**src/sv/lbsd_pkg.sv**
```systemverilog
// Shared types and fixed field widths for the LRU buffer slot directory.
`default_nettype none

package lbsd_pkg;

   // Fixed field widths of the stream and register ports
   localparam int POS_W           = 32;
   localparam int SLOT_FIELD_W    = 4;
   localparam int CAP_FIELD_W     = 5;
   localparam int CAP_RESET_VALUE = 16;

   // Request kind carried in req_tuser
   typedef enum logic {
      OP_ACCESS = 1'b0,
      OP_INSERT = 1'b1
   } lbsd_op_type;

   // What the directory does with the item in flight
   typedef struct packed {
      logic hit;    // key found: promote it
      logic fill;   // new key into the next free slot
      logic evict;  // new key replaces the least recent entry
   } lbsd_action_type;

endpackage

`default_nettype wire

```
**src/sv/lbsd_lookup.sv**
```systemverilog
// Parallel key match, LRU pick and slot decision for one item.
`default_nettype none

module lbsd_lookup import lbsd_pkg::*; #(
   parameter int SLOTS    = 16,
   parameter int KEY_BITS = 32,
   parameter int IDX_W    = $clog2(SLOTS),
   parameter int AGE_W    = $clog2(SLOTS),
   parameter int CNT_W    = $clog2(SLOTS + 1)
) (
   input  wire lbsd_op_type                    op,
   input  wire logic [KEY_BITS-1:0]            key,
   input  wire logic [SLOTS-1:0][KEY_BITS-1:0] entry_key,
   input  wire logic [SLOTS-1:0]               entry_valid,
   input  wire logic [SLOTS-1:0][AGE_W-1:0]    entry_age,
   input  wire logic [CNT_W-1:0]               fill_count,
   input  wire logic [CNT_W-1:0]               capacity,
   output lbsd_action_type                     action,
   output logic [IDX_W-1:0]                    slot_idx
);

   logic [SLOTS-1:0] match_vec;
   logic [SLOTS-1:0] lru_vec;
   logic [AGE_W-1:0] lru_age;
   logic [IDX_W-1:0] hit_idx;
   logic [IDX_W-1:0] lru_idx;
   logic             any_hit;
   logic             room;

   // Ranks of valid entries are always 0..fill-1, so the LRU entry has rank fill-1
   assign lru_age = AGE_W'(fill_count - CNT_W'(1));

   // One comparator and one rank compare per entry
   always_comb begin
      for (int i = 0; i < SLOTS; i++) begin
         match_vec[i] = entry_valid[i] && (entry_key[i] == key);
         lru_vec[i]   = entry_valid[i] && (entry_age[i] == lru_age);
      end
   end

   // Both vectors are one-hot at most: OR-encode them
   always_comb begin
      hit_idx = '0;
      lru_idx = '0;
      for (int i = 0; i < SLOTS; i++) begin
         if (match_vec[i]) begin
            hit_idx = hit_idx | IDX_W'(i);
         end
         if (lru_vec[i]) begin
            lru_idx = lru_idx | IDX_W'(i);
         end
      end
   end

   assign any_hit = |match_vec;
   assign room    = fill_count < capacity;

   // Decision
   always_comb begin
      action.hit   = any_hit;
      action.fill  = !any_hit && (op == OP_INSERT) && room;
      action.evict = !any_hit && (op == OP_INSERT) && !room;
      priority if (action.hit) begin
         slot_idx = hit_idx;
      end else if (action.fill) begin
         slot_idx = fill_count[IDX_W-1:0];
      end else if (action.evict) begin
         slot_idx = lru_idx;
      end else begin
         slot_idx = '0;
      end
   end

endmodule

`default_nettype wire

```
**src/sv/lbsd_state.sv**
```systemverilog
// Directory storage: keys, valid bits, recency ranks, fill count and capacity.
`default_nettype none

module lbsd_state import lbsd_pkg::*; #(
   parameter int SLOTS    = 16,
   parameter int KEY_BITS = 32,
   parameter int IDX_W    = $clog2(SLOTS),
   parameter int AGE_W    = $clog2(SLOTS),
   parameter int CNT_W    = $clog2(SLOTS + 1)
) (
   input  wire logic                           clock,
   input  wire logic                           reset,
   input  wire logic                           commit,
   input  wire lbsd_action_type                action,
   input  wire logic [IDX_W-1:0]               slot_idx,
   input  wire logic [KEY_BITS-1:0]            key,
   input  wire logic                           cfg_write,
   input  wire logic [CAP_FIELD_W-1:0]         cfg_value,
   output logic [SLOTS-1:0][KEY_BITS-1:0]      entry_key,
   output logic [SLOTS-1:0]                    entry_valid,
   output logic [SLOTS-1:0][AGE_W-1:0]         entry_age,
   output logic [CNT_W-1:0]                    fill_count,
   output logic [CNT_W-1:0]                    capacity
);

   localparam int CAP_RESET = (SLOTS < CAP_RESET_VALUE) ? SLOTS : CAP_RESET_VALUE;

   logic [SLOTS-1:0][KEY_BITS-1:0] entry_key_ff;
   logic [SLOTS-1:0]               entry_valid_ff, entry_valid_in;
   logic [SLOTS-1:0][AGE_W-1:0]    entry_age_ff, entry_age_in;
   logic [CNT_W-1:0]               fill_count_ff, fill_count_in;
   logic [CNT_W-1:0]               capacity_ff, capacity_in;
   logic [AGE_W-1:0]               old_age;
   logic                           promote;
   logic                           touch;

   assign old_age = entry_age_ff[slot_idx];
   assign promote = commit && (action.hit || action.evict);
   assign touch   = commit && (action.hit || action.evict || action.fill);

   // Recency update: fill ages every valid entry, promote ages the younger ones
   always_comb begin
      for (int i = 0; i < SLOTS; i++) begin
         entry_age_in[i]   = entry_age_ff[i];
         entry_valid_in[i] = entry_valid_ff[i];
         if (commit && action.fill && entry_valid_ff[i]) begin
            entry_age_in[i] = entry_age_ff[i] + AGE_W'(1);
         end
         if (promote && entry_valid_ff[i] && (entry_age_ff[i] < old_age)) begin
            entry_age_in[i] = entry_age_ff[i] + AGE_W'(1);
         end
         if (touch && (IDX_W'(i) == slot_idx)) begin
            entry_age_in[i]   = '0;
            entry_valid_in[i] = 1'b1;
         end
      end
   end

   // Fill count and capacity (capacity taken only while empty, clamped to 1..SLOTS)
   always_comb begin
      fill_count_in = fill_count_ff;
      capacity_in   = capacity_ff;
      if (commit && action.fill) begin
         fill_count_in = fill_count_ff + CNT_W'(1);
      end
      if (cfg_write && (fill_count_ff == '0)) begin
         priority if (cfg_value == '0) begin
            capacity_in = CNT_W'(1);
         end else if (32'(cfg_value) > SLOTS) begin
            capacity_in = CNT_W'(SLOTS);
         end else begin
            capacity_in = CNT_W'(cfg_value);
         end
      end
   end

   always_ff @(posedge clock) begin
      if (reset) begin
         entry_valid_ff <= '0;
         entry_age_ff   <= '0;
         fill_count_ff  <= '0;
         capacity_ff    <= CNT_W'(CAP_RESET);
      end else begin
         entry_valid_ff <= entry_valid_in;
         entry_age_ff   <= entry_age_in;
         fill_count_ff  <= fill_count_in;
         capacity_ff    <= capacity_in;
      end
   end

   // Key store: written on fill or replacement, no reset
   always_ff @(posedge clock) begin
      if (commit && (action.fill || action.evict)) begin
         entry_key_ff[slot_idx] <= key;
      end
   end

   assign entry_key   = entry_key_ff;
   assign entry_valid = entry_valid_ff;
   assign entry_age   = entry_age_ff;
   assign fill_count  = fill_count_ff;
   assign capacity    = capacity_ff;

   // Fill count tracks the valid bits
   a_fill_matches_valid: assert property (@(posedge clock) disable iff (reset)
      $countones(entry_valid_ff) == int'(fill_count_ff))
      else $error("fill count does not match valid entries");

   // Never more entries than the capacity
   a_fill_within_cap: assert property (@(posedge clock) disable iff (reset)
      fill_count_ff <= capacity_ff)
      else $error("fill count above capacity");

   // Replacement only when the directory is full
   a_evict_when_full: assert property (@(posedge clock) disable iff (reset)
      commit && action.evict |-> fill_count_ff == capacity_ff)
      else $error("eviction with free slots left");

endmodule

`default_nettype wire

```
**src/sv/lru_buffer_slot_directory.sv**
```systemverilog
// Top level: input register, directory lookup and update, result register.
//
//   channel | dir | handshake              | payload
//   req     | in  | req_tvalid/req_tready  | tuser: opcode; tdata: file_position
//   rsp     | out | rsp_tvalid/rsp_tready  | tuser: hit, evicted; tdata: buffer_slot
//   csr     | in  | csr_tvalid/csr_tready  | tdata: capacity
//
// One item per cycle while the result channel does not stall; an accepted request
// waits in the input register and moves on into the result register. Each item is
// decided and committed to the directory as it moves; the next item sees its update.
// Reset empties the directory at once and sets capacity to 16 (or SLOTS if smaller).
// A stalled result holds the item behind it in the input register; csr_tready
// is always high and a capacity write is dropped unless the directory is empty.
`default_nettype none

module lru_buffer_slot_directory import lbsd_pkg::*; #(
   parameter int SLOTS    = 16,
   parameter int KEY_BITS = 32
) (
   input  wire logic       clock,
   input  wire logic       reset,
   input  wire logic       req_tvalid,
   output logic            req_tready,
   input  wire logic [31:0] req_tdata,   // [31:0] file_position
   input  wire logic [0:0]  req_tuser,   // [0] opcode
   output logic            rsp_tvalid,
   input  wire logic       rsp_tready,
   output logic [7:0]      rsp_tdata,    // [3:0] buffer_slot, [7:4] zero
   output logic [1:0]      rsp_tuser,    // [0] hit, [1] evicted
   input  wire logic       csr_tvalid,
   output logic            csr_tready,
   input  wire logic [7:0] csr_tdata     // [4:0] capacity, [7:5] unused
);

   localparam int IDX_W  = $clog2(SLOTS);
   localparam int AGE_W  = $clog2(SLOTS);
   localparam int CNT_W  = $clog2(SLOTS + 1);
   localparam int KEXT_W = (KEY_BITS > POS_W) ? KEY_BITS : POS_W;
   localparam int SEXT_W = (IDX_W > SLOT_FIELD_W) ? IDX_W : SLOT_FIELD_W;

   logic                           req_valid_ff, req_valid_in;
   lbsd_op_type                    req_op_ff;
   logic [KEY_BITS-1:0]            req_key_ff;
   logic [KEXT_W-1:0]              key_ext;
   logic                           advance;

   logic                           rsp_valid_ff, rsp_valid_in;
   logic                           rsp_hit_ff;
   logic                           rsp_evicted_ff;
   logic [SLOT_FIELD_W-1:0]        rsp_slot_ff;

   lbsd_action_type                action;
   logic [IDX_W-1:0]               slot_idx;
   logic [SEXT_W-1:0]              slot_ext;
   logic [SLOTS-1:0][KEY_BITS-1:0] entry_key;
   logic [SLOTS-1:0]               entry_valid;
   logic [SLOTS-1:0][AGE_W-1:0]    entry_age;
   logic [CNT_W-1:0]               fill_count;
   logic [CNT_W-1:0]               capacity;

   // Handshake: advance when the result register is free or being drained
   assign advance      = req_valid_ff && (!rsp_valid_ff || rsp_tready);
   assign req_tready   = !req_valid_ff || advance;
   assign req_valid_in = req_tready ? req_tvalid : req_valid_ff;
   assign rsp_valid_in = advance ? 1'b1 : (rsp_tready ? 1'b0 : rsp_valid_ff);
   assign key_ext      = KEXT_W'(req_tdata);

   always_ff @(posedge clock) begin
      if (reset) begin
         req_valid_ff <= 1'b0;
         rsp_valid_ff <= 1'b0;
      end else begin
         req_valid_ff <= req_valid_in;
         rsp_valid_ff <= rsp_valid_in;
      end
   end

   // Input register payload
   always_ff @(posedge clock) begin
      if (req_tready) begin
         req_op_ff  <= lbsd_op_type'(req_tuser[0]);
         req_key_ff <= key_ext[KEY_BITS-1:0];
      end
   end

   lbsd_lookup #(
      .SLOTS    (SLOTS),
      .KEY_BITS (KEY_BITS),
      .IDX_W    (IDX_W),
      .AGE_W    (AGE_W),
      .CNT_W    (CNT_W)
   ) u_lookup (
      .op          (req_op_ff),
      .key         (req_key_ff),
      .entry_key   (entry_key),
      .entry_valid (entry_valid),
      .entry_age   (entry_age),
      .fill_count  (fill_count),
      .capacity    (capacity),
      .action      (action),
      .slot_idx    (slot_idx)
   );

   lbsd_state #(
      .SLOTS    (SLOTS),
      .KEY_BITS (KEY_BITS),
      .IDX_W    (IDX_W),
      .AGE_W    (AGE_W),
      .CNT_W    (CNT_W)
   ) u_state (
      .clock       (clock),
      .reset       (reset),
      .commit      (advance),
      .action      (action),
      .slot_idx    (slot_idx),
      .key         (req_key_ff),
      .cfg_write   (csr_tvalid && csr_tready),
      .cfg_value   (csr_tdata[CAP_FIELD_W-1:0]),
      .entry_key   (entry_key),
      .entry_valid (entry_valid),
      .entry_age   (entry_age),
      .fill_count  (fill_count),
      .capacity    (capacity)
   );

   // Result register payload
   assign slot_ext = SEXT_W'(slot_idx);

   always_ff @(posedge clock) begin
      if (advance) begin
         rsp_hit_ff     <= action.hit;
         rsp_evicted_ff <= action.evict;
         rsp_slot_ff    <= slot_ext[SLOT_FIELD_W-1:0];
      end
   end

   assign rsp_tvalid = rsp_valid_ff;
   assign rsp_tdata  = {{(8 - SLOT_FIELD_W){1'b0}}, rsp_slot_ff};
   assign rsp_tuser  = {rsp_evicted_ff, rsp_hit_ff};
   assign csr_tready = 1'b1;

   // A hit never replaces an entry
   a_hit_not_evicted: assert property (@(posedge clock) disable iff (reset)
      rsp_valid_ff |-> !(rsp_hit_ff && rsp_evicted_ff))
      else $error("result flags both hit and eviction");

   // An item only moves on into a free or draining result register
   a_no_overwrite: assert property (@(posedge clock) disable iff (reset)
      rsp_valid_ff && !rsp_tready |-> !advance)
      else $error("result register overwritten while stalled");

endmodule

`default_nettype wire

```
**config.mk**
```make
export PLATFORM = sky130hd
export DESIGN_NAME = lru_buffer_slot_directory
export DESIGN_NICKNAME = d
export VERILOG_FILES = /design/src/sv/lbsd_pkg.sv /design/src/sv/lbsd_lookup.sv /design/src/sv/lbsd_state.sv /design/src/sv/lru_buffer_slot_directory.sv
export SDC_FILE = /design/constraint.sdc
export NUM_CORES = 1
export LEC_CHECK = 0
export BUFFER_PORTS_ARGS = -buffer_cell sky130_fd_sc_hd__buf_2
export CORE_MARGIN = 2
export CORE_UTILIZATION = 63
export DETAILED_ROUTE_END_ITERATION = 7
export PLACE_DENSITY = 0.8
export SYNTH_ARGS = -nofsm -noshare
export SYNTH_HDL_FRONTEND = slang
export SYNTH_SLANG_ARGS = --single-unit
```
**constraint.sdc**
```tcl
create_clock -name clock -period 18.3 [get_ports clock]
set_input_delay 0 -clock clock [delete_from_list [all_inputs] [get_ports clock]]
set_output_delay 0 -clock clock [all_outputs]
set_load 0.02 [all_outputs]
```
# Word level (Yosys, flattened, before mapping)
# Index checks and enable logic that the tools add are counted.
# op_classes
n_addsub	18
bitwise_logic	0
reduce_logical	151
div	0
n_eq_ne	46
multipliers	0
order_cmp	20
mux	74
shift	0
# ops
cell	n
$bwmux 512	1
$eq 32x32->1	16
$mux 4	52
$demux 32 s4	1
$logic_and 1x1->1	105
$add 4x1->4 const B	16
$lt 4x4->1	16
$eq 4x4->1	15
$reduce_bool 2->1	17
$eq 4x4->1 const A	8
$mux 32	1
$reduce_or 2->1	16
$mux 3	8
$bmux 4 s4	1
$eq 3x4->1 const A	4
$reduce_or 16->1	1
$logic_not 5->1	2
$mux 5	2
$eq 2x4->1 const A	2
$mux 2	4
$add 5x1->5 const B	1
$gt 5x5->1 const B	1
$logic_or 1x1->1	5
$lt 4x5->1 const B	1
7 further kinds	13
# word_totals
latch_bits	0
ram_bits	0
wordCells	366
output_inout_bits	13
rom_bits	0
in_bits	46
memories	0
register_bits	643

# Logic depth before layout (Yosys ltp)
# Gate-level depths: netlist (run 1).
# depth
depth_word	26
mapped_depth	27
mapped_depth_nobuf	21

# Modules after synthesis
# From an unflattened synthesis (run 1), not the netlist that was laid out.
# hier_totals
cells_unflattened	2378
hier_area_um2	31490.2
# by_module_without_submodules
module	n_inst	cells_each	area_each_um2
lbsd_state	1	1409	23022.1
lbsd_lookup	1	912	7143.1
lru_buffer_slot_directory	1	57	1325.0

# Least setup slack after synthesis (run 1)
# Ideal clock, no wire load.
# synth_path
path_kind	register -> register
startpoint	reg u_state.fill_count_ff[0], in the netlist u_state.fill_count[0]
endpoint	reg u_state.entry_age_ff (netlist bit u_state.entry_age[19])
arrival_ns	7.411
path_buffers	7
setup_slack_ns	10.819
setup_ns	0.070
stages_incl_launch_ff	27
period_less_slack_ns	7.481
path_cell_list	dfxtp_1 -> buf_1 -> buf_1 -> inv_1 -> ha_1 -> clkbuf_1 -> buf_1 -> xnor2_1 -> nor3_1 -> a31o_2 -> nor4_1 -> a21oi_1 -> a21boi_0 -> buf_2 -> buf_1 -> clkbuf_1 -> mux2_2 -> o211ai_1 -> o21ai_0 -> o21ai_0 -> ha_1 -> a21oi_1 -> nand2_1 -> nor3_1 -> a31oi_1 -> or4_1 -> a21boi_1
# synth_between
elab_chain_len	26
# synth_rtl
element	line_no	source
start, declared	lbsd_state.sv:31	logic [CNT_W-1:0] fill_count_ff, fill_count_in;
start signal, assigned	lbsd_state.sv:86	fill_count_ff <= fill_count_in;
$sub 4x1->4 (*)	lbsd_lookup.sv:31	assign lru_age = AGE_W'(fill_count - CNT_W'(1));
named net u_lookup.lru_age[0]	lbsd_lookup.sv:24	logic [AGE_W-1:0] lru_age;
$eq 4x4->1	lbsd_lookup.sv:37	lru_vec[i] = entry_valid[i] && (entry_age[i] == lru_age);
$logic_and 1x1->1	lbsd_lookup.sv:37	
$mux 1	lbsd_lookup.sv:49	if (lru_vec[i]) begin
$mux 2 (2 in series)	lbsd_lookup.sv:49	
$mux 3 (4 in series)	lbsd_lookup.sv:49	
$mux 4 (7 in series)	lbsd_lookup.sv:49	
$mux 4 (*)	lbsd_lookup.sv:49	
$mux 4 (*)	lbsd_lookup.sv:67	end else if (action.evict) begin
$mux 4 (*)	lbsd_lookup.sv:65	end else if (action.fill) begin
$mux 4 (*)	lbsd_lookup.sv:63	priority if (action.hit) begin
$bmux 4 s4	lbsd_state.sv:37	assign old_age = entry_age_ff[slot_idx];
$mux 4 (implied by the code)	lbsd_state.sv:37	
$lt 4x4->1	lbsd_state.sv:49	if (promote && entry_valid_ff[i] && (entry_age_ff[i] < old_age)) begin
$logic_and 1x1->1	lbsd_state.sv:49	
$mux 4 or $reduce_bool 2->1 (tied branches)	n/a	
end signal, assigned	lbsd_state.sv:85	entry_age_ff <= entry_age_in;
end, declared	lbsd_state.sv:30	logic [SLOTS-1:0][AGE_W-1:0] entry_age_ff, entry_age_in;
# Mark *: on every way through the listed nets, which the timed path passes. The rest lies on a longest branch. The select of a mux whose other input is x is not followed.
# A chain may end at the register's enable or synchronous reset.

# Final worst setup path (run 1)
# layout_path
startpoint	reg req_key_ff[18]
endpoint	reg u_state.entry_age_ff (netlist bit u_state.entry_age[19])
# layout_between
elab_chain_len	23
# layout_rtl
element	line_no	source
start, declared	lru_buffer_slot_directory.sv:43	logic [KEY_BITS-1:0] req_key_ff;
start signal, assigned	lru_buffer_slot_directory.sv:82	req_key_ff <= key_ext[KEY_BITS-1:0];
$eq 32x32->1	lbsd_lookup.sv:36	match_vec[i] = entry_valid[i] && (entry_key[i] == key);
$logic_and 1x1->1	lbsd_lookup.sv:36	
$mux 1	lbsd_lookup.sv:46	if (match_vec[i]) begin
$mux 2 (2 in series)	lbsd_lookup.sv:46	
$mux 3 (4 in series)	lbsd_lookup.sv:46	
$mux 4 (8 in series)	lbsd_lookup.sv:46	
$mux 4	lbsd_lookup.sv:63	
$bmux 4 s4	lbsd_state.sv:37	
$mux 4 (implied by the code)	lbsd_state.sv:37	
$lt 4x4->1	lbsd_state.sv:49	
$logic_and 1x1->1	lbsd_state.sv:49	
$mux 4 or $reduce_bool 2->1 (tied branches)	n/a	
# Parallel ways exist; a longest one is shown, timed or not. The select of a mux whose other input is x is not followed.

==> flow_summary.ini, run 1 <==
[global_route]
grt_use_total_pct = 31.9
grt_pass1_vias = 21300
grt_max_degree = 45
antenna_found_initial = 1
grt_first_pass_wirelength_um = 122000
grt_overflow = 0

[sta]
fin_tns_setup_ns = 0
fmax_ghz = 0.137
setup_violations = 0
setup_slack_ns = 10.98
period_share_pct = 40.0
tightestPinTransition_ns = 1.33
slew_viol_final = 0
hold_viol = 0
max-slew-margin-rel_pct = 10.9
finalClockSkew_ns = 0.0256
rsz0062_at_grt = false
period_minus_slack_ns = 7.32

[yosys]
syn_area_um2 = 31300
syn_inst = 2463
avgSynthCellArea_um2 = 12.7
yosys_warnings = 0
synth.area.top_cells = edfxtp_1 (53%), xor2_1 (10%), dfxtp_1 (5.9%), xnor2_1 (5.6%), nor4_1 (3.1%)
ys_async_sr_fraction_pct = 0
synth_top_area_share_pct = 52.9
yosysTopAreaCell = edfxtp_1
synth_flop_cell = edfxtp_1
synth_edf_count = 551
yosysSeqAreaShare_pct = 58.8
ys_ff_latch = 643
ys_types = 66

[pwr]
clkPwrFrac_pct = 41.1
power_density_nw_per_um2 = 91.1
p_comb_share_pct = 8.4
leakage_uw = 0.0118
power_switching_uw = 748
switching_share_pct = 23.5
seqPwrFrac_pct = 50.5
ir_worst_vdd_mv = 0.0859
p_total_uw = 3180
p_int_uw = 2440

[layout]
layout.nets = 2710
drive_gt1_share_pct = 10.2
multiInputGateArea_um2 = 12300
seq_area_um2 = 18400
fillers = 3128
syn2layout_area_growth_pct = 11.8
final_area_um2 = 34900

[worst_setup_path]
path_max_fanout = 32
end_kind = flip-flop
required_ns = 18.84
critPathKind = reg -> reg
startpoint_type = flip-flop
arrival_ns = 7.86

[route]
drtPass1Iterations = 6
via_per_inst = 6.49
vias = 21500
drt_iter0_markers = 2381
wl_um = 80700
drc_errors = 0
post_drt_wl_per_cell_um = 24.4
ant_nets = 0

[die]
initial_core_util_pct = 63.8
dieArea_um2 = 51400
die_x_um = 227
die_h_um = 227
fp.coreArea_um2 = 49000
rows = 81
num_io_pins = 59

[flow_run]
cap_violations = 0

[clock_network]
cts_sinks = 643
h-tree-depth = 3
clk_pin_slew_ns = 0.07
cts_resized = 0
post-cts-setup-buffer-count = 0
root_buffer = clkbuf_16
clockBufferDepth = 3
cts_buffers = 67
cts_tree = yes
clkLatencyLatePin_ns = 0.62

[placement]
place_ws_ns = 11.21
place_area_um2 = 32400
place.gp.congestion = 0.956
place.port_buffers = 50
place_hpwl_um = 47500

[status]
run_status = completed

[hold_path]
hold_class = in -> reg
[power by group through the flow]
stage	Sequential (µW)	Clock (µW)	Combinational, µW
global route	1610	1380	284
global placement	1640	0	242
detailed placement	1640	0	252
floorplan	1650	0	159
finish	1610	1310	267
CTS	1610	1320	262
[stage by stage]
stage / hold WS, ns / std cells / utilization (%)
2_1_floorplan: 0.0989 / 2466 / -
3_3_place_gp: 0.176 / 3143 / 66.2
3_5_place_dp: 0.178 / 3143 / 66.2
4_1_cts: 0.0449 / 3308 / 71.4
5_1_grt: 0.0778 / 3308 / 71.4
6_report: 0.0546 / 3309 / 71.4
[metal layers]
layer  part of all wire, %  track usage [%]
met1                    38             41.6
met2                    47             51.3
met3                   9.9             5.61
met4                   5.2             16.9
met5                     0                0
[synth_stat cells, drive strengths merged (61+ instances only)]
cell type  instances
buf               62
dfxtp             92
edfxtp           551
ha                71
nand2            117
nand4             88
nor2              89
nor3              61
nor4             153
o21ai             65
xnor2            199
xor2             367
[flip-flops by register name, summed over array words and instances (netlist names), 4 cells and up]
signal	flops
u_state.capacity	5
u_state.entry_valid	16
rsp_slot_ff	4
u_state.entry_key	512
req_key_ff	32
u_state.fill_count	5
u_state.entry_age	64
[worst paths after layout]
kind,start,endpoint,slack (ns),cells after the start
setup reg to reg,req_key_ff[18],u_state.entry_age[19],10.98,22
setup / recovery,req_key_ff[18],u_state.entry_age[19],10.98,22
hold / removal,reset,u_state.entry_valid[14],0.05,2
hold reg to reg,u_state.capacity[4],u_state.capacity[4],0.47,1
[area by class of cell]
cell class	instances	share of cell area [%]
Antenna cell	1	0.00716
Clock buffer	93	5.26
Clock inverter	27	0.691
Inverter	42	0.451
Multi-Input combinational cell	1680	35.2
Sequential cell	643	52.6
Tap cell	664	2.38
Timing Repair Buffer	159	3.38
[worst max-delay path, cell delays in order, from the launching register on]
cell       delay (ns)
edfxtp_1         0.34
buf_4            0.53
xor2_1           0.18
nor4_1           0.38
nand4_1          0.17
or4_1            0.63
o21ai_0          0.37
a2111oi_0        0.24
buf_4            0.23
a21boi_4         0.32
buf_4            0.43
mux2_2           0.38
o211ai_1         0.15
o21ai_0          0.10
o21ai_1          0.71
buf_4            0.34
ha_1             0.27
a21oi_1          0.21
nand2_1          0.10
nor3_1           0.19
a31oi_1          0.24
or4_1            0.55
a21boi_1         0.14
[cell usage in the layout (no fill, tap or decap), drive strengths merged, types with 23 or more instances in the layout]
cell type    netlist  layout
edfxtp           551     551
nand2b            25      25
nand2            117     117
nand3             45      45
clkbuf            39      93
xor2             367     367
or3               44      44
ha                71      71
o211ai            45      45
nor2              89      89
xnor2            199     199
inv               42      44
o21ai             65      65
dfxtp             92      92
a21boi            41      41
mux2i             23      23
buf               62     114
dlygate4sd3        0      45
nor3              61      61
nor4             153     153
a21oi             34      34
nand4             88      88
[kinds of logic after synthesis]
kind of cell,synth area share (%)
other cells,0.0240
flops,58.8
fa+ha+maj,2.84
simple gates,13.1
mux,1.24
buf+inv,2.01
xor+xnor,16.1
compound gates,5.84
[timing repair]
item	4_1_cts	5_1_grt
hold buffers	45	0
setup endpoints to repair	0	0
endpoints found under the hold margin	40	0
No activity file was read; power rests on OpenSTA's default activity.
==> run 2, diff against run 1 <==
--- a/config.mk
+++ b/config.mk
@@ -7,9 +7,9 @@
 export LEC_CHECK = 0
 export BUFFER_PORTS_ARGS = -buffer_cell sky130_fd_sc_hd__buf_2
 export CORE_MARGIN = 2
-export CORE_UTILIZATION = 63
+export CORE_UTILIZATION = 57
 export DETAILED_ROUTE_END_ITERATION = 7
-export PLACE_DENSITY = 0.8
+export PLACE_DENSITY = 0.76
 export SYNTH_ARGS = -nofsm -noshare
 export SYNTH_HDL_FRONTEND = slang
 export SYNTH_SLANG_ARGS = --single-unit
==> constraint.sdc (replaced) <==
create_clock -name clock -period 6.1 [get_ports clock]
set_input_delay 0 -clock clock [delete_from_list [all_inputs] [get_ports clock]]
set_output_delay 0 -clock clock [all_outputs]
set_load 0.02 [all_outputs]
==> flow_summary.ini, run 2 (same netlist as run 1, synthesis figures left out) <==
[status]
run_status = completed

[layout]
final_core_util_pct = 66.8
layout.nets = 2816
drive_gt1_share_pct = 13.9
largest_reg_flops = 512
layout_common_cells = edfxtp_1 (551), xor2_1 (366), xnor2_1 (199)
final_area_um2 = 36100
syn2layout_area_growth_pct = 15.5
final_common_cell = edfxtp_1
fillers = 3866

[pwr]
seqPwrFrac_pct = 50.3
leakage_uw = 0.0124
p_comb_share_pct = 9.1
switching_share_pct = 23.8
power_density_nw_per_um2 = 267
ir_worst_vdd_mv = 0.262
clkPwrFrac_pct = 40.7
p_int_uw = 7340
power_switching_uw = 2290

[sta]
setup_violations = 0
setup_slack_ns = 0.250
hold_viol = 0
period_share_pct = 95.9
finalClockSkew_ns = 0.0314
max-slew-margin-rel_pct = 29.0
slew_viol_final = 0
fin_tns_setup_ns = 0
fmax_ghz = 0.171
period_minus_slack_ns = 5.85
tightestPinTransition_ns = 1.07
rsz0062_at_grt = false

[die]
rows = 85
die_h_um = 238
die_x_um = 238
fp.coreArea_um2 = 54000
initial_core_util_pct = 57.8
dieArea_um2 = 56700
num_io_pins = 59

[route]
wl_um = 83000
drt_iter0_markers = 2091
drc_errors = 0
vias = 21500
post_drt_wl_per_cell_um = 24.1
ant_nets = 0
via_per_inst = 6.25
drtPass1Iterations = 8

[placement]
place_area_um2 = 33300
place_hpwl_um = 53800
place.gp.congestion = 0.919
place_ws_ns = 0.166
place.port_buffers = 50

[clock_network]
cts_buffers = 68
clk_pin_slew_ns = 0.06
clkLatencyLatePin_ns = 0.62
h-tree-depth = 3
root_buffer = clkbuf_16
cts_tree = yes
clockBufferDepth = 3
cts_sinks = 643

[worst_setup_path]
path_max_fanout = 20
arrival_ns = 6.38
slowest_delay_ns = 0.49
cpMostUsedCell = buf_4
end_kind = flip-flop
crit_chain = buf_4 > buf_4 > xor2_1 > nor4_1 > nand4_1 > nor3_1 > and4b_1 > a21boi_4 > buf_12 > buf_4 > mux2_2 > o21ai_0 > buf_4 > o21ai_0 > o21ai_2 > buf_4 > ha_1 > o211ai_1 > a31o_2 > a31oi_1 > buf_4 > o21ai_0 > a21boi_0
slowest_stage = edfxtp_1
startpoint_type = flip-flop
required_ns = 6.64
critPathBufInv = 7
path_delay_family = buffers and inverters
critPathKind = reg -> reg

[global_route]
grt_use_total_pct = 29.5
grt_pass1_vias = 21300
grt_max_degree = 45
grt_overflow = 0
grt_first_pass_wirelength_um = 126000
antenna_found_initial = 1

[hold_path]
hold_class = in -> reg

[flow_run]
cap_violations = 0
[run 2: cell count changes in the layout (fill, tap and decap cells not counted), moves of 2 or more]
cell / before / now
buf_12: 0 / 21
buf_4: 64 / 145
o21ai_1: 4 / 1
nor4_1: 153 / 150
bufinv_16: 3 / 1
dlygate4sd3_1: 45 / 47
clkinvlp_4: 0 / 2
clkbuf_1: 22 / 15
clkbuf_8: 2 / 4
nor4_2: 0 / 3
o21ai_2: 0 / 3
[run 2: final timing paths]
check | start | end | slack (ns) | cells after the start
setup / recovery | req_key_ff[6] | u_state.entry_age[42] | 0.25 | 23
hold / removal | reset | u_state.entry_valid[13] | 0.03 | 2
setup reg to reg | req_key_ff[6] | u_state.entry_age[42] | 0.25 | 23
hold reg to reg | u_state.capacity[4] | u_state.capacity[4] | 0.48 | 1
[run 2: timing repair]
action                     CTS  global route
hold endpoints to repair    40             0
hold buffers                47             0
buffers inserted             0            17
setup endpoints to repair    0            62
resized for setup            0             7
[run 2: layout make-up]
class                      instances  area, µm²  share of cell area, %
sequential                       643      18400                   51.0
inverter                          42        158                  0.437
clock buffer                      89       1860                   5.16
multi-input combinational       1680      12300                   34.2
tap                              696        871                   2.41
timing repair buffer             264       2240                   6.21
clock inverter                    26        216                  0.600
antenna                            1       2.50                0.00693
[run 2: routing by layer]
layer,vias to the layer above,GRT usage [%],share of wire (%)
met1,10600,39.3,40
met3,232,4.69,8.0
li1,9705,-,-
met5,-,0,0
met4,0,13.1,4.1
met2,971,48.1,48
[run 2: through the flow]
step / power [µW] / cells / hold slack [ns]
6_report: 9630 / 3441 / 0.0266
5_1_grt: 9910 / 3440 / 0.0576
4_1_cts: 9650 / 3423 / 0.0131
3_5_place_dp: 5750 / 3261 / 0.178
3_3_place_gp: 5730 / 3261 / 0.177
2_1_floorplan: 5420 / 2466 / 0.0989
[run 2: power by group through the flow]
stage	clock [µW]	combinational, µW	sequential [µW]
6_report	3920	872	4840
5_1_grt	4140	928	4840
4_1_cts	3960	834	4850
3_5_place_dp	0	805	4950
3_3_place_gp	0	781	4940
2_1_floorplan	0	480	4940
